`src/vertex_rotate_project_unit_macros.svh`:
```
// Assertion macros shared by the vertex rotate and project unit.
`ifndef VERTEX_ROTATE_PROJECT_UNIT_MACROS_SVH
`define VERTEX_ROTATE_PROJECT_UNIT_MACROS_SVH

// Property that must hold at every clock edge outside reset.
`define VRP_ASSERT(lbl, prop, msg) \
    lbl: assert property (@(posedge aclk) disable iff (!aresetn) (prop)) else $error(msg);

// Condition in one cycle that implies a condition in the next cycle.
`define VRP_ASSERT_NEXT(lbl, ante, cons, msg) \
    lbl: assert property (@(posedge aclk) disable iff (!aresetn) (ante) |=> (cons)) else $error(msg);

`endif

```
`src/vrp_pkg.sv`:
```
// Shared types, widths and register indexes of the vertex rotate and project unit.
package vrp_pkg;

    localparam int COORD_W   = 16;
    localparam int FRAC_BITS = 12;
    localparam int TRIG_FRAC = 14;
    localparam int REG_W     = 16;
    localparam int SCR_W     = 12;
    localparam int CFG_IDX_W = 3;
    localparam int COEF_W    = 18;
    localparam int PROD_W    = COEF_W + COORD_W;
    localparam int SUM_W     = PROD_W + 2;
    localparam int RAW_W     = SUM_W - TRIG_FRAC;
    localparam int ROT_W     = COORD_W + 1;
    localparam int ZC_W      = COORD_W + 2;
    localparam int ZU_W      = COORD_W + 1;
    localparam int ROT_LIM   = (1 << COORD_W) - 1;
    localparam int MF_W      = ROT_W + REG_W + 1;
    localparam int ZW_W      = ZU_W + SCR_W;
    localparam int MW_W      = MF_W + SCR_W + 1;
    localparam int N_W       = MW_W + 1;
    localparam int DIV_W     = 33;
    localparam int QUO_W     = COORD_W - 1;
    localparam int IN_W      = 3 * COORD_W;
    localparam int OUT_W     = 2 * COORD_W;

    // Configuration register indexes.
    localparam logic [CFG_IDX_W-1:0] REG_COS_PITCH     = 3'd0;
    localparam logic [CFG_IDX_W-1:0] REG_SIN_PITCH     = 3'd1;
    localparam logic [CFG_IDX_W-1:0] REG_COS_ROLL      = 3'd2;
    localparam logic [CFG_IDX_W-1:0] REG_SIN_ROLL      = 3'd3;
    localparam logic [CFG_IDX_W-1:0] REG_FOCAL_SCALE   = 3'd4;
    localparam logic [CFG_IDX_W-1:0] REG_CAMERA_OFFSET = 3'd5;
    localparam logic [CFG_IDX_W-1:0] REG_SCREEN_WIDTH  = 3'd6;
    localparam logic [CFG_IDX_W-1:0] REG_SCREEN_HEIGHT = 3'd7;

    // Rotation matrix and projection settings.
    typedef struct packed {
        logic signed [COEF_W-1:0] cp;
        logic signed [COEF_W-1:0] spsr;
        logic signed [COEF_W-1:0] spcr;
        logic signed [COEF_W-1:0] cr;
        logic signed [COEF_W-1:0] sr;
        logic signed [COEF_W-1:0] nsp;
        logic signed [COEF_W-1:0] cpsr;
        logic signed [COEF_W-1:0] cpcr;
        logic [REG_W-1:0]         focal;
        logic [REG_W-1:0]         cam;
        logic [SCR_W-1:0]         width;
        logic [SCR_W-1:0]         height;
    } coef_t;

    // Rotated vertex with shifted depth.
    typedef struct packed {
        logic signed [ROT_W-1:0] rx;
        logic signed [ROT_W-1:0] ry;
        logic signed [ZC_W-1:0]  zc;
        logic                    behind;
        logic                    last;
    } rot_t;

    // Dividend magnitudes and divisor for the divider.
    typedef struct packed {
        logic [DIV_W-1:0] ax;
        logic [DIV_W-1:0] ay;
        logic             neg_x;
        logic             neg_y;
        logic [ZU_W-1:0]  zc;
        logic             behind;
        logic             last;
    } quo_in_t;

endpackage

```
`src/vrp_scale.sv`:
```
// Projection scaling: focal and screen products and forming the dividend.
module vrp_scale
    import vrp_pkg::*;
(
    input  logic    aclk,
    input  logic    aresetn,
    input  logic    rot_valid,
    output logic    rot_ready,
    input  rot_t    rot,
    input  coef_t   coef,
    output logic    qin_valid,
    input  logic    qin_ready,
    output quo_in_t qin
);

    logic [2:0]              vld_reg;
    logic [2:0]              rdy;
    logic signed [MF_W-1:0]  mfx_reg, mfy_reg;
    logic [ZW_W-1:0]         zw_reg, zh_reg, zw2_reg, zh2_reg;
    logic signed [MW_W-1:0]  mx_reg, my_reg;
    logic [ZU_W-1:0]         zc_reg, zc2_reg;
    logic [1:0]              behind_reg, last_reg;
    logic signed [N_W-1:0]   nx, ny;
    logic [N_W-FRAC_BITS-2:0] shx, shy;
    quo_in_t                 qin_reg, qin_next;

    assign rdy[2]    = !vld_reg[2] || qin_ready;
    assign rdy[1]    = !vld_reg[1] || rdy[2];
    assign rdy[0]    = !vld_reg[0] || rdy[1];
    assign rot_ready = rdy[0];

    always_ff @(posedge aclk) begin
        if (!aresetn) begin
            vld_reg <= '0;
        end else begin
            if (rdy[0]) vld_reg[0] <= rot_valid;
            if (rdy[1]) vld_reg[1] <= vld_reg[0];
            if (rdy[2]) vld_reg[2] <= vld_reg[1];
        end
    end

    // Dividend 2*r*f*w + zc*w*2^FRAC_BITS, floored by the constant part of the divisor.
    always_comb begin
        nx  = $signed({mx_reg, 1'b0}) + $signed(N_W'(zw2_reg) << FRAC_BITS);
        ny  = $signed({my_reg, 1'b0}) + $signed(N_W'(zh2_reg) << FRAC_BITS);
        shx = nx[N_W-1:FRAC_BITS+1];
        shy = ny[N_W-1:FRAC_BITS+1];
        qin_next.neg_x  = nx[N_W-1];
        qin_next.neg_y  = ny[N_W-1];
        qin_next.ax     = nx[N_W-1] ? DIV_W'(~shx) : DIV_W'(shx);
        qin_next.ay     = ny[N_W-1] ? DIV_W'(~shy) : DIV_W'(shy);
        qin_next.zc     = zc2_reg;
        qin_next.behind = behind_reg[1];
        qin_next.last   = last_reg[1];
    end

    always_ff @(posedge aclk) begin
        if (rdy[0]) begin
            mfx_reg       <= rot.rx * $signed({1'b0, coef.focal});
            mfy_reg       <= rot.ry * $signed({1'b0, coef.focal});
            zw_reg        <= rot.zc[ZU_W-1:0] * coef.width;
            zh_reg        <= rot.zc[ZU_W-1:0] * coef.height;
            zc_reg        <= rot.zc[ZU_W-1:0];
            behind_reg[0] <= rot.behind;
            last_reg[0]   <= rot.last;
        end
        if (rdy[1]) begin
            mx_reg        <= mfx_reg * $signed({1'b0, coef.width});
            my_reg        <= mfy_reg * $signed({1'b0, coef.height});
            zw2_reg       <= zw_reg;
            zh2_reg       <= zh_reg;
            zc2_reg       <= zc_reg;
            behind_reg[1] <= behind_reg[0];
            last_reg[1]   <= last_reg[0];
        end
        if (rdy[2]) begin
            qin_reg <= qin_next;
        end
    end

    assign qin_valid = vld_reg[2];
    assign qin       = qin_reg;

endmodule

```
`config.mk`:
```
export PLATFORM = sky130hd
export DESIGN_NAME = vrp_scale
export DESIGN_NICKNAME = d
export VERILOG_FILES = /design/src/vertex_rotate_project_unit_macros.svh /design/src/vrp_pkg.sv /design/src/vrp_scale.sv
export SDC_FILE = /design/constraint.sdc
export NUM_CORES = 2
export LEC_CHECK = 0
export ABC_AREA = 1
export BUFFER_PORTS_ARGS = -buffer_cell sky130_fd_sc_hd__buf_4
export CORE_ASPECT_RATIO = 1.2
export CORE_MARGIN = 8
export CORE_UTILIZATION = 59
export DETAILED_ROUTE_END_ITERATION = 10
export PLACE_DENSITY_LB_ADDON = 0.25
export SLEW_MARGIN = 40
export SYNTH_ARGS = -nofsm -noshare
export SYNTH_HDL_FRONTEND = slang
export SYNTH_SLANG_ARGS = --single-unit
```
`constraint.sdc`:
```
create_clock -name aclk -period 8.99 [get_ports aclk]
set_input_delay 0.899 -clock aclk [delete_from_list [all_inputs] [get_ports aclk]]
set_output_delay 0.899 -clock aclk [all_outputs]
set_load 0.005 [all_outputs]
```
==> flow_metrics.tcl <==
set metrics [dict create \
    status "completed" \
    initial_core_util_pct 59.5 \
    htreeDepth 2 \
    post-route-period-util_pct 72.6 \
    seq_area_frac_synth_pct 13.9 \
    nFillCells 12200 \
    gp_congestion 0.937 \
    netlist.top_cell.by_area "fa_1" \
    syn_inst 10500 \
    fin_setup_tns_ns 0 \
    largest_reg_flops 87 \
    placement.io_buffers 185 \
    hold_viol_final 0 \
    slowest_stage "fa_1" \
    routedWlPerCell_um 16.5 \
    start_kind "input pin" \
    setup_viol 0 \
    yosys-top-cells-area "fa_1, inv_1, edfxtp_1, nand2_1, ha_1" \
    ioPinCount 347 \
    clk_latency_ns 0.60 \
    ant_nets 0 \
    synth_top_cell_area_share_pct 38.0 \
    synth-adder-area-share_pct 46.5 \
    cts_resized 0 \
    cts_hold_buf 0 \
    dp_hpwl_um 166000 \
    cpMostUsedCell "fa_1" \
    crit_chain "buf_4, nand2_1, fa_1, fa_1, inv_1, fa_1, fa_1, fa_1, inv_1, fa_1, inv_1, ha_1, nand2_1, nor2_1, inv_1, nor2_1, nand3_1, o21ai_0, xor2_1" \
    dr.first_iter.drc_count 4294 \
    synth_top_family_by_area "adder cells" \
    cp_num_buf_inv 5 \
    slew-limit-headroom_pct 46.7 \
    end_kind "register" \
    die_x_um 358 \
    synth-compound-area-share_pct 3.72 \
    async_flop_share_pct 0 \
    row_count 150 \
    netlist_area_um2 83000 \
    ys_seq_elements 384 \
    drive_gt1_share_pct 2.92 \
    grt_max_degree 79 \
    synth-edff-count 381 \
    die_area_um2 153000 \
    cts_made_buffers 40 \
    die_height_um 427 \
    grt_usage_pct 27.1 \
    overflow 0 \
    final-seq-area_um2 11500 \
    fmax_mhz 153 \
    grt_pass1_vias 69100 \
    grt_pass1_wl_um 337000 \
    critPathMaxFanout 34 \
    cp_top_family "adder cells" \
    crit_path_max_incr_delay_ns 0.77 \
    post-route-drc-count 0 \
    cts_setup_buffers 0 \
    period_minus_slack_ns 6.53 \
    hold_class "reg2reg" \
    critPathArrivalTime_ns 6.84 \
    viasPerCell 5.25 \
    area_delta_synth_final_pct 4.29 \
    antenna_found_initial 4 \
    path_class "in2reg" \
    core_area_um2 139000 \
    clock_skew_ns 0.0263 \
    fin_nets 12800 \
    clk_pin_slew_ns 0.08 \
    multi_input_area_um2 58200 \
    maxCapViolations 0 \
    clockBufferDepth 3 \
    synth_flop_cell "edfxtp_1" \
    tightest_slew_ns 0.800 \
    synth_warnings 0 \
    grt_setup_unrepaired "false" \
    drt_pass1_iterations 7 \
    synth.distinct_cells 46 \
    synth_common_cells "inv_1, nand2_1, fa_1" \
    final_max_slew_viol_count 0 \
    avgSynthCellArea_um2 7.87 \
    synth_xor_area_share_pct 1.95 \
    muxShareOfSynthArea_pct 0 \
    critPathRequiredTime_ns 9.30 \
    synthMostInstantiatedCell "inv_1" \
    ctsRootBufferMaster "clkbuf_16" \
    drt_wl_total_um 202000 \
    cts_sinks 384 \
    vias 64300 \
    syn_nets 12900 \
    cts_tree "built" \
    synthSimpleGateAreaFrac_pct 18.0 \
]
[area by class of cell]
| type | instances | share of cell area, % |
|---|---|---|
| multi-input cells | 6657 | 67.3 |
| flip-flops and latches | 384 | 13.3 |
| clock buffers | 47 | 1.19 |
| repair buffers | 191 | 1.68 |
| inverters | 3116 | 13.5 |
| clock inverters | 27 | 0.382 |
| diodes | 3 | 0.00868 |
| well taps | 1824 | 2.64 |
[final timing paths]
| path | from | to | slack (ns) | cells past startpoint |
|---|---|---|---|---|
| worst max-delay path | coef[42] | mfy_reg[25] | 2.46 | 19 |
| worst max register to register | mfy_reg[33] | my_reg[39] | 2.95 | 17 |
| worst min-delay path | zh_reg[18] | zh2_reg[18] | 0.40 | 0 |
| worst min register to register | zh_reg[18] | zh2_reg[18] | 0.40 | 0 |
[layout by cell type, fill, tap and decap left out, drive strengths merged, types with 16 or more instances in the layout]
| cell type | netlist | routed |
|---|---|---|
| a21o | 26 | 26 |
| a21oi | 292 | 292 |
| buf | 18 | 191 |
| clkbuf | 372 | 47 |
| edfxtp | 381 | 381 |
| fa | 1574 | 1574 |
| ha | 562 | 562 |
| inv | 3114 | 3123 |
| nand2 | 2999 | 2999 |
| nand3 | 199 | 199 |
| nand3b | 20 | 20 |
| nand4 | 70 | 70 |
| nor2 | 393 | 393 |
| nor3 | 64 | 64 |
| o21a | 16 | 16 |
| o21ai | 150 | 150 |
| o21bai | 42 | 42 |
| xnor2 | 67 | 67 |
| xor2 | 118 | 118 |
[worst reg2reg max path, cell delays in order (launching register included)]
cell and delay [ns]:
edfxtp_1 0.75, nand2_1 0.26, fa_1 0.59, inv_1 0.07, fa_1 0.76, inv_1 0.22, fa_1 0.53, fa_1 0.51
fa_1 0.49, inv_1 0.04, ha_1 0.41, nand2_1 0.11, nor2_1 0.22, inv_1 0.13, nor3_1 0.28, nand4_1 0.20
nand4_1 0.14, nand2_1 0.08
[cell families (layout without fill, tap and decap cells)]
logic type,after synthesis,after routing
XOR/XNOR,185,185
AO/OA/AOI/OAI,555,555
flip-flops,384,384
AND/OR/NAND/NOR,3781,3781
buffers and inverters,3506,3381
adder cells (fa/ha/maj),2136,2136
other,0,3
[metrics by stage]
stage | setup slack [ns] | std cells | cell area, um^2 | util [%] | hold slack [ns]
global route | 2.21 | 12200 | 86500 | 62.1 | 0.410
global placement | 1.98 | 12200 | 85100 | 61.1 | 0.401
CTS | 2.54 | 12200 | 86500 | 62.0 | 0.407
detailed placement | 1.91 | 12200 | 85200 | 61.1 | 0.405
floorplan | 1.86 | 10500 | 83000 | - | 0.400
finish | 2.46 | 12200 | 86500 | 62.1 | 0.401
[metal layers]
metal  vias to the layer above  track usage (%)  wire length [um]
li1                      30000                -                 -
met1                     31600             34.5             81300
met2                      2305             48.3            101000
met3                       438             2.83             13400
met4                         0             8.67              6720
met5                         -                0                 0
Power is left out: the tool's default activity adds up to more than one toggle a clock period on the data nets, which glitch-free logic cannot reach.
