## config.mk

```make
export PLATFORM = sky130hd
export DESIGN_NAME = vrp_coef
export DESIGN_NICKNAME = d
export VERILOG_FILES = /design/src/vertex_rotate_project_unit_macros.svh /design/src/vrp_pkg.sv /design/src/vrp_coef.sv
export SDC_FILE = /design/constraint.sdc
export NUM_CORES = 2
export LEC_CHECK = 0
export BUFFER_PORTS_ARGS = -buffer_cell sky130_fd_sc_hd__buf_4
export CAP_MARGIN = 15
export CORE_MARGIN = 3
export CORE_UTILIZATION = 25
export CTS_BUF_LIST = sky130_fd_sc_hd__clkbuf_8
export DETAILED_ROUTE_END_ITERATION = 12
export GPL_ROUTABILITY_DRIVEN = 0
export GPL_TIMING_DRIVEN = 0
export HOLD_SLACK_MARGIN = 0.15
export PLACE_DENSITY = 0.52
export SKIP_LAST_GASP = 1
export SLEW_MARGIN = 20
export SYNTH_ARGS = -nofsm -noshare
export SYNTH_HDL_FRONTEND = slang
export SYNTH_SLANG_ARGS = --single-unit
```

## constraint.sdc

```tcl
create_clock -name aclk -period 6.67 [get_ports aclk]
set_clock_uncertainty 0.1 [all_clocks]
set_input_delay 2.001 -clock aclk [delete_from_list [all_inputs] [get_ports aclk]]
set_output_delay 2.001 -clock aclk [all_outputs]
set_load 0.01 [all_outputs]
```

## src/vertex_rotate_project_unit_macros.svh

```systemverilog
// Assertion macros shared by the vertex rotate and project unit.
`ifndef VERTEX_ROTATE_PROJECT_UNIT_MACROS_SVH
`define VERTEX_ROTATE_PROJECT_UNIT_MACROS_SVH

// Property that must hold at every clock edge outside reset.
`define VRP_ASSERT(lbl, prop, msg) \
    lbl: assert property (@(posedge aclk) disable iff (!aresetn) (prop)) else $error(msg);

// Condition in one cycle that implies a condition in the next cycle.
`define VRP_ASSERT_NEXT(lbl, ante, cons, msg) \
    lbl: assert property (@(posedge aclk) disable iff (!aresetn) (ante) |=> (cons)) else $error(msg);

`endif

```

## src/vrp_pkg.sv

```systemverilog
// Shared types, widths and register indexes of the vertex rotate and project unit.
package vrp_pkg;

    localparam int COORD_W   = 16;
    localparam int FRAC_BITS = 12;
    localparam int TRIG_FRAC = 14;
    localparam int REG_W     = 16;
    localparam int SCR_W     = 12;
    localparam int CFG_IDX_W = 3;
    localparam int COEF_W    = 18;
    localparam int PROD_W    = COEF_W + COORD_W;
    localparam int SUM_W     = PROD_W + 2;
    localparam int RAW_W     = SUM_W - TRIG_FRAC;
    localparam int ROT_W     = COORD_W + 1;
    localparam int ZC_W      = COORD_W + 2;
    localparam int ZU_W      = COORD_W + 1;
    localparam int ROT_LIM   = (1 << COORD_W) - 1;
    localparam int MF_W      = ROT_W + REG_W + 1;
    localparam int ZW_W      = ZU_W + SCR_W;
    localparam int MW_W      = MF_W + SCR_W + 1;
    localparam int N_W       = MW_W + 1;
    localparam int DIV_W     = 33;
    localparam int QUO_W     = COORD_W - 1;
    localparam int IN_W      = 3 * COORD_W;
    localparam int OUT_W     = 2 * COORD_W;

    // Configuration register indexes.
    localparam logic [CFG_IDX_W-1:0] REG_COS_PITCH     = 3'd0;
    localparam logic [CFG_IDX_W-1:0] REG_SIN_PITCH     = 3'd1;
    localparam logic [CFG_IDX_W-1:0] REG_COS_ROLL      = 3'd2;
    localparam logic [CFG_IDX_W-1:0] REG_SIN_ROLL      = 3'd3;
    localparam logic [CFG_IDX_W-1:0] REG_FOCAL_SCALE   = 3'd4;
    localparam logic [CFG_IDX_W-1:0] REG_CAMERA_OFFSET = 3'd5;
    localparam logic [CFG_IDX_W-1:0] REG_SCREEN_WIDTH  = 3'd6;
    localparam logic [CFG_IDX_W-1:0] REG_SCREEN_HEIGHT = 3'd7;

    // Rotation matrix and projection settings.
    typedef struct packed {
        logic signed [COEF_W-1:0] cp;
        logic signed [COEF_W-1:0] spsr;
        logic signed [COEF_W-1:0] spcr;
        logic signed [COEF_W-1:0] cr;
        logic signed [COEF_W-1:0] sr;
        logic signed [COEF_W-1:0] nsp;
        logic signed [COEF_W-1:0] cpsr;
        logic signed [COEF_W-1:0] cpcr;
        logic [REG_W-1:0]         focal;
        logic [REG_W-1:0]         cam;
        logic [SCR_W-1:0]         width;
        logic [SCR_W-1:0]         height;
    } coef_t;

    // Rotated vertex with shifted depth.
    typedef struct packed {
        logic signed [ROT_W-1:0] rx;
        logic signed [ROT_W-1:0] ry;
        logic signed [ZC_W-1:0]  zc;
        logic                    behind;
        logic                    last;
    } rot_t;

    // Dividend magnitudes and divisor for the divider.
    typedef struct packed {
        logic [DIV_W-1:0] ax;
        logic [DIV_W-1:0] ay;
        logic             neg_x;
        logic             neg_y;
        logic [ZU_W-1:0]  zc;
        logic             behind;
        logic             last;
    } quo_in_t;

endpackage

```

## src/vrp_coef.sv

```systemverilog
// Configuration registers and the rotation matrix derived from them.
module vrp_coef
    import vrp_pkg::*;
(
    input  logic                 aclk,
    input  logic                 aresetn,
    input  logic                 cfg_we,
    input  logic [CFG_IDX_W-1:0] cfg_index,
    input  logic [REG_W-1:0]     cfg_wdata,
    output coef_t                coef
);

    logic signed [REG_W-1:0] cos_pitch_reg, sin_pitch_reg, cos_roll_reg, sin_roll_reg;
    logic [REG_W-1:0]        focal_reg, cam_reg;
    logic [SCR_W-1:0]        width_reg, height_reg;
    coef_t                   coef_reg, coef_next;

    // Product of two Q2.14 values rounded half up to Q4.14.
    function automatic logic signed [COEF_W-1:0] trig_mul(input logic signed [REG_W-1:0] a,
                                                          input logic signed [REG_W-1:0] b);
        logic signed [2*REG_W-1:0] p;
        logic signed [2*REG_W:0]   s;
        p = a * b;
        s = (2*REG_W+1)'(p) + ((2*REG_W+1)'(1) <<< (TRIG_FRAC - 1));
        return s[TRIG_FRAC+COEF_W-1:TRIG_FRAC];
    endfunction

    // Register writes.
    always_ff @(posedge aclk) begin
        if (!aresetn) begin
            cos_pitch_reg <= 16'sd16384;
            sin_pitch_reg <= '0;
            cos_roll_reg  <= 16'sd16384;
            sin_roll_reg  <= '0;
            focal_reg     <= 16'd4096;
            cam_reg       <= 16'd12288;
            width_reg     <= 12'd80;
            height_reg    <= 12'd24;
        end else if (cfg_we) begin
            unique case (cfg_index)
                REG_COS_PITCH:     cos_pitch_reg <= cfg_wdata;
                REG_SIN_PITCH:     sin_pitch_reg <= cfg_wdata;
                REG_COS_ROLL:      cos_roll_reg  <= cfg_wdata;
                REG_SIN_ROLL:      sin_roll_reg  <= cfg_wdata;
                REG_FOCAL_SCALE:   focal_reg     <= cfg_wdata;
                REG_CAMERA_OFFSET: cam_reg       <= cfg_wdata;
                REG_SCREEN_WIDTH:  width_reg     <= cfg_wdata[SCR_W-1:0];
                REG_SCREEN_HEIGHT: height_reg    <= cfg_wdata[SCR_W-1:0];
                default: ;
            endcase
        end
    end

    // Matrix coefficients, refreshed every cycle.
    always_comb begin
        coef_next.cp     = COEF_W'(cos_pitch_reg);
        coef_next.spsr   = trig_mul(sin_pitch_reg, sin_roll_reg);
        coef_next.spcr   = trig_mul(sin_pitch_reg, cos_roll_reg);
        coef_next.cr     = COEF_W'(cos_roll_reg);
        coef_next.sr     = COEF_W'(sin_roll_reg);
        coef_next.nsp    = -COEF_W'(sin_pitch_reg);
        coef_next.cpsr   = trig_mul(cos_pitch_reg, sin_roll_reg);
        coef_next.cpcr   = trig_mul(cos_pitch_reg, cos_roll_reg);
        coef_next.focal  = focal_reg;
        coef_next.cam    = cam_reg;
        coef_next.width  = width_reg;
        coef_next.height = height_reg;
    end

    always_ff @(posedge aclk) begin
        coef_reg <= coef_next;
    end

    assign coef = coef_reg;

endmodule

```

==> metrics.txt <==
CP Cell Sequence=buf_4, clkbuf_4, nand2_1, fa_1, fa_1, fa_1, inv_1, fa_1, fa_1, inv_1, fa_1, inv_1, ha_1, a21o_1, a21o_1, a21o_1, a21o_1, a31o_2, a21oi_2, nor2b_1, nor2_2, o21ai_0, xor2_1; outcome=completed; largest net degree at the start of global routing=14; initial antenna violation count=29; RSZ-0062 raised after global routing=yes; LEAKAGE=27.3 nW; Vias/cell=4.43; WHS Endpoint=coef[31]$_DFF_P_; Site Rows=157; wire length on met1=64,000 µm; core footprint=184,000 µm²; Final ANT Viol Nets=0; Rel. slew slack=23.3%; GRT overflow=0; Synth Flop Type=dfxtp_1; Top-Level Pins=222; root buffer cell=clkbuf_8; DR top layer=met5; Area contributors post-synth=fa_1 45%, dfxtp_1 14%, inv_1 9.4%; Layout area overhead=16.3%; Commonest cells post-synth=1,159 x inv_1, 1,048 x fa_1, 755 x nand2_1; die area=191,000 µm²; I/O Buffers=206; placed instance area=51,100 µm²; Crit path max-delay family=adder cells; WL final=163,000 µm; Max Cap Viol=0; most frequent cell after synthesis=inv_1; vias post-DR=34,340; required time of the critical path=7230 ps; WL per Instance=21.1 µm; fillers=19,525; Bufs and invs on worst path=5; final setup fails=0; Slew Limit Fails=0; DRT Pass-1 Iters=5; DR iter-0 viols=2,419; FMAX=0.154 GHz; number of global-route vias before repair=37,309; Setup crit end kind=flop; Most Frequent Cell on Critical Path=fa_1; element type at the critical path start=flop; hold_buf cts=0; CP Max Fanout=10; clk_lat worst skew=870 ps; Post-DP HPWL=133,000 µm; cell count of the worst reg-to-reg path=23; number of synthesized flops with an enable pin=0; fraction of registers with async set or reset after synthesis=0%; synthesized flop and latch total=314; Final Hold Fails=0; post-layout minimum cycle time=6500 ps; metal3 WL=13,400 µm; layout cell share with drive strength beyond 1=12.6%; Syn Inst Count=4,943; met2 wire length=77,100 µm; CP max stage cell=fa_1; WS Path Type=reg2reg; Sink Count=314; Max VDD drop=0.119 mV; number of flip-flops in the largest register=194; syn nets=6,322; post-synth top area share=45.1%; area taken by multi-input logic gates=35,200 µm²; first-pass GRT wire length=243,000 µm; cts bufs inserted=66; Synth Area per Inst=9.41 µm²; DIE HEIGHT=437 µm; worst hold slack=237 ps; total track usage=17.3%; DR DRC count=0; PD cells=95.1 nW/µm²; flop2flop setup slack=170 ps; Starting Density=25.3%; Hold Path Stages=0; Reg clk slew, reported paths=60 ps; biggest cell delay along the critical path=510 ps; reg2reg end=coef[67]$_DFF_P_; Longest Clk Path Bufs=3; Netlist cell types=60; post-synth top area cell=fa_1; Reg area=6460 µm²; HP Class=reg2reg; reg2reg start=cos_pitch_reg[0]$_SDFFE_PN0P_; H-tree levels=3; register area share after synthesis=13.5%; nets@finish=6,606; final period utilization=97.4%; CTS tree=yes; Die Width=437 µm; post-route cell area=54,100 µm²; Cell Area, Synth=46,500 µm²; Synth Warn #=0; CP arrival=7060 ps; Least-Margin Pin Slew=1150 ps; Worst Min Path Start=cam_reg[7]$_SDFFE_PN0P_
==> cells by family (layout without fill, tap and decap cells) <==
kind of cell	count (synthesis)	after routing	share of synthesized area, %
and+or+nand+nor	1439	1439	14.7
buffers and inverters	1417	1749	11.6
adders and majority gates	1357	1357	53.4
DFF	314	314	13.5
AOI/OAI and AO/OA	299	299	4.54
xor gates and xnor gates	116	116	2.18
muxes	1	1	0.0215
other	0	10	0
==> where the power goes <==
group / switching, mW / total [mW] / internal, mW
combinational: 0.458 / 0.717 / 0.259
sequential: 0.0655 / 2.00 / 1.94
clock: 1.10 / 2.43 / 1.32
total: 1.63 / 5.15 / 3.52
==> cell type report <==
class,count,area share [%]
clock inverter,39,0.782
sequential,314,11.9
buffer,241,3.22
antenna,10,0.0463
multi-input combinational,3212,65.1
timing repair buffer,233,3.24
inverter,1159,8.05
clock buffer,77,1.96
tap,2464,5.70
==> cells in the final DEF (no fill, tap or decap), types with 32 or more instances in the layout <==
master	netlist	layout
nor2_1	94	93
fa_1	1048	1042
a21oi_1	44	37
inv_1	1159	1174
xnor2_1	82	78
clkbuf_4	0	58
clkbuf_1	238	39
a21boi_0	113	113
ha_1	309	304
clkbuf_2	1	38
nand2_1	755	755
dfxtp_4	0	40
and2_1	474	474
buf_4	15	285
dfxtp_1	314	254
xor2_1	34	32
clkbuf_8	0	94
==> metal layers <==
metal	GRT usage, %	up-vias
met4	8.09	6
met3	3.49	328
met5	0	-
met1	21.7	17762
met2	28.5	1365
li1	-	14879
==> worst reg2reg max path: cells and delay by family, from the launching register on <==
| family | cells | cell delay [ps] |
|---|---|---|
| AND/OR/NAND/NOR | 3 | 360 |
| adder cells (fa/ha/maj) | 7 | 3050 |
| flip-flops | 1 | 480 |
| buffers and inverters | 5 | 820 |
| AO/OA/AOI/OAI | 7 | 1340 |
| XOR/XNOR | 1 | 170 |
==> metrics by stage <==
stage	total power, mW	setup TNS [ps]	worst slack, ps	std cells	util [%]
global route	5.40	-78.6	-32.5	7741	29.4
detailed placement	2.76	-58890	-1550	7613	27.8
global placement	2.75	-57040	-1930	7613	27.8
floorplan	2.37	0	435	4943	-
finish	5.15	0	171	7749	29.4
CTS	5.29	0	2.15	7724	29.1
==> repair_timing <==
action | 4_1_cts | 5_1_grt
cloned | 0 | 0
pin swaps | 6 | 13
setup endpoints to repair | 67 | 34
resized for setup | 408 | 230
buffers inserted | 9 | 18
hold endpoints to repair | 0 | 0
==> how the worst max path moves through the flow <==
stage / slack [ps] / to / depth (start not counted) / from
CTS: 2 / coef[176]$_DFF_P_ / 21 / sin_roll_reg[4]$_SDFFE_PN0P_
global route: -30 / coef[179]$_DFF_P_ / 20 / sin_pitch_reg[14]$_SDFFE_PN0P_
finish: 170 / coef[67]$_DFF_P_ / 23 / cos_pitch_reg[0]$_SDFFE_PN0P_
detailed placement: -1550 / coef[175]$_DFF_P_ / 22 / sin_pitch_reg[15]$_SDFFE_PN0P_
floorplan: 430 / coef[73]$_DFF_P_ / 22 / cos_pitch_reg[15]$_SDFFE_PN0P_
global placement: -1930 / coef[176]$_DFF_P_ / 21 / sin_pitch_reg[15]$_SDFFE_PN0P_
(Power assumes the default switching activity.)
