==> config.mk <==
export PLATFORM = sky130hd
export DESIGN_NAME = vrp_divide
export DESIGN_NICKNAME = d
export VERILOG_FILES = /design/src/vrp_pkg.sv /design/src/vrp_divide.sv
export VERILOG_INCLUDE_DIRS = /design/src /design/src/src
export SDC_FILE = /design/constraint.sdc
export NUM_CORES = 2
export LEC_CHECK = 0
export ABC_AREA = 1
export BUFFER_PORTS_ARGS = -buffer_cell sky130_fd_sc_hd__buf_2
export CORE_MARGIN = 2
export CORE_UTILIZATION = 50
export DETAILED_ROUTE_END_ITERATION = 7
export PLACE_DENSITY = 0.68
export SYNTH_ARGS = -nofsm -noshare
export SYNTH_HDL_FRONTEND = slang
export SYNTH_SLANG_ARGS = --single-unit
==> constraint.sdc <==
create_clock -name aclk -period 17.2 [get_ports aclk]
set_input_delay 3.44 -clock aclk [delete_from_list [all_inputs] [get_ports aclk]]
set_output_delay 3.44 -clock aclk [all_outputs]
set_load 0.05 [all_outputs]
==> src/vertex_rotate_project_unit_macros.svh <==
// Assertion macros shared by the vertex rotate and project unit.
`ifndef VERTEX_ROTATE_PROJECT_UNIT_MACROS_SVH
`define VERTEX_ROTATE_PROJECT_UNIT_MACROS_SVH

// Property that must hold at every clock edge outside reset.
`define VRP_ASSERT(lbl, prop, msg) \
    lbl: assert property (@(posedge aclk) disable iff (!aresetn) (prop)) else $error(msg);

// Condition in one cycle that implies a condition in the next cycle.
`define VRP_ASSERT_NEXT(lbl, ante, cons, msg) \
    lbl: assert property (@(posedge aclk) disable iff (!aresetn) (ante) |=> (cons)) else $error(msg);

`endif

==> src/vrp_pkg.sv <==
// Shared types, widths and register indexes of the vertex rotate and project unit.
package vrp_pkg;

    localparam int COORD_W   = 16;
    localparam int FRAC_BITS = 12;
    localparam int TRIG_FRAC = 14;
    localparam int REG_W     = 16;
    localparam int SCR_W     = 12;
    localparam int CFG_IDX_W = 3;
    localparam int COEF_W    = 18;
    localparam int PROD_W    = COEF_W + COORD_W;
    localparam int SUM_W     = PROD_W + 2;
    localparam int RAW_W     = SUM_W - TRIG_FRAC;
    localparam int ROT_W     = COORD_W + 1;
    localparam int ZC_W      = COORD_W + 2;
    localparam int ZU_W      = COORD_W + 1;
    localparam int ROT_LIM   = (1 << COORD_W) - 1;
    localparam int MF_W      = ROT_W + REG_W + 1;
    localparam int ZW_W      = ZU_W + SCR_W;
    localparam int MW_W      = MF_W + SCR_W + 1;
    localparam int N_W       = MW_W + 1;
    localparam int DIV_W     = 33;
    localparam int QUO_W     = COORD_W - 1;
    localparam int IN_W      = 3 * COORD_W;
    localparam int OUT_W     = 2 * COORD_W;

    // Configuration register indexes.
    localparam logic [CFG_IDX_W-1:0] REG_COS_PITCH     = 3'd0;
    localparam logic [CFG_IDX_W-1:0] REG_SIN_PITCH     = 3'd1;
    localparam logic [CFG_IDX_W-1:0] REG_COS_ROLL      = 3'd2;
    localparam logic [CFG_IDX_W-1:0] REG_SIN_ROLL      = 3'd3;
    localparam logic [CFG_IDX_W-1:0] REG_FOCAL_SCALE   = 3'd4;
    localparam logic [CFG_IDX_W-1:0] REG_CAMERA_OFFSET = 3'd5;
    localparam logic [CFG_IDX_W-1:0] REG_SCREEN_WIDTH  = 3'd6;
    localparam logic [CFG_IDX_W-1:0] REG_SCREEN_HEIGHT = 3'd7;

    // Rotation matrix and projection settings.
    typedef struct packed {
        logic signed [COEF_W-1:0] cp;
        logic signed [COEF_W-1:0] spsr;
        logic signed [COEF_W-1:0] spcr;
        logic signed [COEF_W-1:0] cr;
        logic signed [COEF_W-1:0] sr;
        logic signed [COEF_W-1:0] nsp;
        logic signed [COEF_W-1:0] cpsr;
        logic signed [COEF_W-1:0] cpcr;
        logic [REG_W-1:0]         focal;
        logic [REG_W-1:0]         cam;
        logic [SCR_W-1:0]         width;
        logic [SCR_W-1:0]         height;
    } coef_t;

    // Rotated vertex with shifted depth.
    typedef struct packed {
        logic signed [ROT_W-1:0] rx;
        logic signed [ROT_W-1:0] ry;
        logic signed [ZC_W-1:0]  zc;
        logic                    behind;
        logic                    last;
    } rot_t;

    // Dividend magnitudes and divisor for the divider.
    typedef struct packed {
        logic [DIV_W-1:0] ax;
        logic [DIV_W-1:0] ay;
        logic             neg_x;
        logic             neg_y;
        logic [ZU_W-1:0]  zc;
        logic             behind;
        logic             last;
    } quo_in_t;

endpackage

==> src/vrp_divide.sv <==
// Pipelined restoring divider, one quotient bit per stage, with saturation and output register.
module vrp_divide
    import vrp_pkg::*;
(
    input  logic             aclk,
    input  logic             aresetn,
    input  logic             qin_valid,
    output logic             qin_ready,
    input  quo_in_t          qin,
    output logic             m_tvalid,
    input  logic             m_tready,
    output logic [OUT_W-1:0] m_tdata,
    output logic             m_tlast,
    output logic             m_tuser
);

    `include "vertex_rotate_project_unit_macros.svh"

    localparam int NST = QUO_W + 1;

    typedef struct packed {
        logic [DIV_W-1:0] rem_x;
        logic [DIV_W-1:0] rem_y;
        logic [QUO_W-1:0] q_x;
        logic [QUO_W-1:0] q_y;
        logic             neg_x;
        logic             neg_y;
        logic             ovf_x;
        logic             ovf_y;
        logic [ZU_W-1:0]  zc;
        logic             behind;
        logic             last;
    } div_t;

    div_t             st_reg  [NST];
    div_t             st_next [NST];
    logic [NST-1:0]   vld_reg;
    logic [NST:0]     rdy;
    logic             out_vld_reg;
    logic [OUT_W-1:0] data_reg, data_next;
    logic             last_reg, user_reg;

    // Final coordinate from quotient, sign, overflow and the behind-camera case.
    function automatic logic [COORD_W-1:0] finish(input logic [QUO_W-1:0] q, input logic neg,
                                                  input logic ovf, input logic behind);
        logic [COORD_W-1:0] v;
        v = {1'b0, q};
        if (behind) begin
            return '0;
        end else if (ovf) begin
            return neg ? {1'b1, {QUO_W{1'b0}}} : {1'b0, {QUO_W{1'b1}}};
        end
        return neg ? ~v : v;
    endfunction

    // Ready chain from the output register back to the first stage.
    always_comb begin
        rdy[NST] = !out_vld_reg || m_tready;
        for (int j = NST - 1; j >= 0; j--) begin
            rdy[j] = !vld_reg[j] || rdy[j+1];
        end
    end
    assign qin_ready = rdy[0];

    // Overflow check on entry, then one quotient bit per stage from the top down.
    always_comb begin
        st_next[0].rem_x  = qin.ax;
        st_next[0].rem_y  = qin.ay;
        st_next[0].q_x    = '0;
        st_next[0].q_y    = '0;
        st_next[0].neg_x  = qin.neg_x;
        st_next[0].neg_y  = qin.neg_y;
        st_next[0].ovf_x  = qin.ax >= (DIV_W'(qin.zc) << QUO_W);
        st_next[0].ovf_y  = qin.ay >= (DIV_W'(qin.zc) << QUO_W);
        st_next[0].zc     = qin.zc;
        st_next[0].behind = qin.behind;
        st_next[0].last   = qin.last;
        for (int j = 1; j < NST; j++) begin
            st_next[j] = st_reg[j-1];
            if (st_reg[j-1].rem_x >= (DIV_W'(st_reg[j-1].zc) << (QUO_W - j))) begin
                st_next[j].rem_x = st_reg[j-1].rem_x
                                 - (DIV_W'(st_reg[j-1].zc) << (QUO_W - j));
                st_next[j].q_x[QUO_W-j] = 1'b1;
            end
            if (st_reg[j-1].rem_y >= (DIV_W'(st_reg[j-1].zc) << (QUO_W - j))) begin
                st_next[j].rem_y = st_reg[j-1].rem_y
                                 - (DIV_W'(st_reg[j-1].zc) << (QUO_W - j));
                st_next[j].q_y[QUO_W-j] = 1'b1;
            end
        end
    end

    always_comb begin
        data_next = {finish(st_reg[NST-1].q_y, st_reg[NST-1].neg_y,
                            st_reg[NST-1].ovf_y, st_reg[NST-1].behind),
                     finish(st_reg[NST-1].q_x, st_reg[NST-1].neg_x,
                            st_reg[NST-1].ovf_x, st_reg[NST-1].behind)};
    end

    // Stage valid bits.
    always_ff @(posedge aclk) begin
        if (!aresetn) begin
            vld_reg     <= '0;
            out_vld_reg <= 1'b0;
        end else begin
            if (rdy[0]) vld_reg[0] <= qin_valid;
            for (int j = 1; j < NST; j++) begin
                if (rdy[j]) vld_reg[j] <= vld_reg[j-1];
            end
            if (rdy[NST]) out_vld_reg <= vld_reg[NST-1];
        end
    end

    // Stage payload and output register.
    always_ff @(posedge aclk) begin
        for (int j = 0; j < NST; j++) begin
            if (rdy[j]) st_reg[j] <= st_next[j];
        end
        if (rdy[NST]) begin
            data_reg <= data_next;
            last_reg <= st_reg[NST-1].last;
            user_reg <= st_reg[NST-1].behind;
        end
    end

    assign m_tvalid = out_vld_reg;
    assign m_tdata  = data_reg;
    assign m_tlast  = last_reg;
    assign m_tuser  = user_reg;

    `VRP_ASSERT(a_behind_zero, m_tvalid && m_tuser |-> m_tdata == '0, "behind camera with nonzero coordinates")
    `VRP_ASSERT(a_rem_bound, vld_reg[NST-1] && !st_reg[NST-1].behind && !st_reg[NST-1].ovf_x |-> st_reg[NST-1].rem_x < DIV_W'(st_reg[NST-1].zc), "remainder not below divisor")
    `VRP_ASSERT_NEXT(a_stall_hold, vld_reg[NST-1] && !rdy[NST], vld_reg[NST-1], "last divider stage dropped during stall")

endmodule

==> summary.md <==
| Metric | Value |
|---|---|
| Total gr overflow | `0` |
| Setup_tns | `0 ps` |
| Reg2reg path depth | `15` |
| Hold-fix buffers, CTS | `0` |
| Final HPWL DP | `200,000 microns` |
| Nets | `10,000` |
| Hold WS | `414 ps` |
| Top Usage Layer GRT | `met2` |
| Io pins | `127` |
| Worst reg2reg setup slack | `between 10,000 and 15,000 ps` |
| Layout cell share with drive strength beyond 1 | `8.04%` |
| Post-DR vias/cell | `5.43` |
| CP endpoint kind | `output port` |
| First-pass DRT Iterations | `6` |
| Syn Std Cell Area | `between 90,000 and 100,000 sq um` |
| Sw Share | `a little under two fifths` |
| Root buffer cell | `clkbuf_16` |
| Post-DP Area | `94,000 sq um` |
| Hold path depth | `0` |
| Detail Route Antenna Nets | `0` |
| Max-Slew Margin vs Limit | `15.3%` |
| Slew @ Worst Pin | `1260 ps` |
| Commonest non-fill, non-tap cell in the layout | `nand2_1` |
| WP data required | `13,760 ps` |
| Fill cells | `15,700` |
| Met3 Use GR | `2.93%` |
| Synth unique cells | `77` |
| Sw Pwr | `6.58 mW` |
| Synth Instances | `9,157` |
| Slew Viols, Final | `0` |
| Power Internal | `10.8 mW` |
| Post_cts resized | `0` |
| Via Count | `64,600` |
| Fin crit share | `roughly three fifths` |
| Highest clock rate | `0.100 GHz` |
| Die Ht | `~430 microns` |
| Crit path from | `m_tready` |
| # Max-Cap Violations | `0` |
| P per Cell Area | `173 nW/um^2` |
| Critical path endpoint | `qin_ready` |
| Sequential-to-total area share from yosys stat | `53.7%` |
| Tmin final | `between 9000 and 10,000 ps` |
| Die width | `roughly 430 microns` |
| Comb pwr share | `38.9%` |
| CP max FO | `39` |
| Number of enable flip-flop cells after synthesis | `1,615` |
| Synth Flop Type | `edfxtp_1` |
| Most frequent cells in the layout | `1,710 x nand2_1, 1,615 x edfxtp_1, 1,032 x inv_1` |
| Rows | `156` |
| Sequential Power Share | `37.6%` |
| Peak supply drop | `0.000102 V` |
| Total routed wirelength | `245,000 microns` |
| Clock latency on the worst-skew pair | `a little over 800 ps` |
| Initial antenna violation count | `1` |
| CTS tree | `yes` |
| Design Area, Final | `100,000 sq um` |
| GR Layer Usage met1 | `about 23%` |
| GRT Overall Usage | `26.3%` |
| Hold Vio Cnt, Final | `0` |
| Leakage | `40.2 nW` |
| Outcome | `finished clean` |
| RePlAce Congestion | `0.956` |
| DR WL/cell | `20.6 microns` |
| Post-synth ARST share | `0%` |
| Num CTS Buffers | `178` |
| Avg Inst Size Synth | `9.93 sq um` |
| Pin count of the biggest net entering global routing | `88` |
| Crit start category | `primary input` |
| Placeable Area | `181,000 sq um` |
| Final setup fails | `0` |
| Hold crit path type | `flop to flop` |
| Initial Util | `about half` |
| Critical path class | `primary input to output port` |
| DRC viols | `0` |
| H-tree levels | `4` |
| First-pass GRT wire length | `between 300,000 and 400,000 microns` |
| Layout Skew | `19.1 ps` |
| Post-synthesis register bit count | `approximately 1,600` |
| CTS max path bufs | `3` |
| Die ar. | `185,000 sq um` |
| Reg clk slew, reported paths | `approximately 60 ps` |
| Worst reg2reg endpoint | `st_reg[0][79]` |
| CTS sink count | `1,632` |
| Area Overhead vs Synth | `10.3%` |
| Syn Nets | `9,820` |
| Clock Power Share | `between 20% and 30%` |
| Max FFs per register | `between 1,500 and 2,000` |
| Met2 usage | `51.9%` |
| DRT iter0 DRCs | `3,027` |
| RSZ-0062 raised after global routing | `no` |
| Port Buffers | `roughly 130` |
| Synth Warn # | `0` |
| Reg2reg start | `m_tvalid` |
| Data arrival time of the worst path | `6550 ps` |
| Vias in the first global route | `67,400` |
| Post-CTS setup buffer count | `0` |
[worst min-delay path by stage]
| stage | from | end | slack (ps) |
|---|---|---|---|
| after global routing | st_reg[1][765] | st_reg[1][884] | 420 |
| final | st_reg[1][408] | st_reg[1][527] | 410 |
| after detailed placement | st_reg[0][377] | st_reg[0][496] | 400 |
| after CTS | st_reg[1][21] | st_reg[1][140] | 410 |
| after global placement | st_reg[1][622] | st_reg[1][741] | 400 |
| after floorplan | st_reg[1][833] | m_tlast | 400 |
[synth_stat cells (96+ instances only)]
cell	number	area [sq um]
a21oi_1	685	3430
edfxtp_1	1615	48500
ha_1	544	6810
inv_1	1039	3900
nand2_1	1714	6430
nand3_1	302	1510
nand4_1	130	813
nor2_1	814	3060
nor3_1	124	621
nor4_1	96	601
o21ai_0	621	3110
o21ai_1	114	571
xnor2_1	273	2390
xor2_1	257	2250
[critical path: stages]
cell	delay (ps)
buf_2	100
inv_1	80
nand3_2	60
buf_4	290
nor2_2	280
nand4_4	130
nor2_4	220
nand4_4	90
buf_4	280
nor2_2	270
nand4_4	110
buf_4	300
nor2_4	240
nand3_4	70
buf_4	250
buf_2	270
[power by group through the flow]
stage	clock network, mW	registers (mW)	logic, mW
final	4.08	6.55	6.77
after global routing	4.31	6.67	7.62
after CTS	4.16	6.54	6.75
after detailed placement	0	6.62	6.73
after global placement	0	6.59	6.63
after floorplan	0	6.37	5.15
[cell type report]
type,instances,area [sq um],area share [%]
diodes,1,2.50,0.00250
clock buffers,204,4580,4.57
clock inverters,128,1720,1.71
inverters,1060,4000,3.99
multi-input cells,6350,37300,37.2
flip-flops and latches,1632,48800,48.7
well taps,2370,2970,2.96
repair buffers,160,886,0.884
[logic make-up after synthesis]
kind of cell / count (synthesis) / share of synthesized area (%)
flip-flops: 1632 / 53.7
AND/OR/NAND/NOR: 3398 / 16.1
XOR/XNOR: 530 / 5.11
AO/OA/AOI/OAI: 1850 / 11.6
buffers and inverters: 1175 / 5.34
adder cells (fa/ha/maj): 572 / 8.11
[metal layers]
metal | up-vias | routed length [microns]
met5 | - | 0
met4 | 0 | 25800
met3 | 818 | 6260
met2 | 1405 | 135000
met1 | 29900 | 78300
li1 | 32500 | -
[per-stage QoR]
stage / cells / util (%) / power (mW) / setup WS [ps]
floorplan: 9157 / - / 11.5 / 364
global placement: 11600 / 52.0 / 13.2 / 7090
detailed placement: 11600 / 52.0 / 13.3 / 7110
CTS: 11900 / 55.5 / 17.4 / 7100
global route: 11900 / 55.5 / 18.6 / 6940
finish: 11900 / 55.5 / 17.4 / 7210
Note: power is estimated with default switching activity, not from simulation.
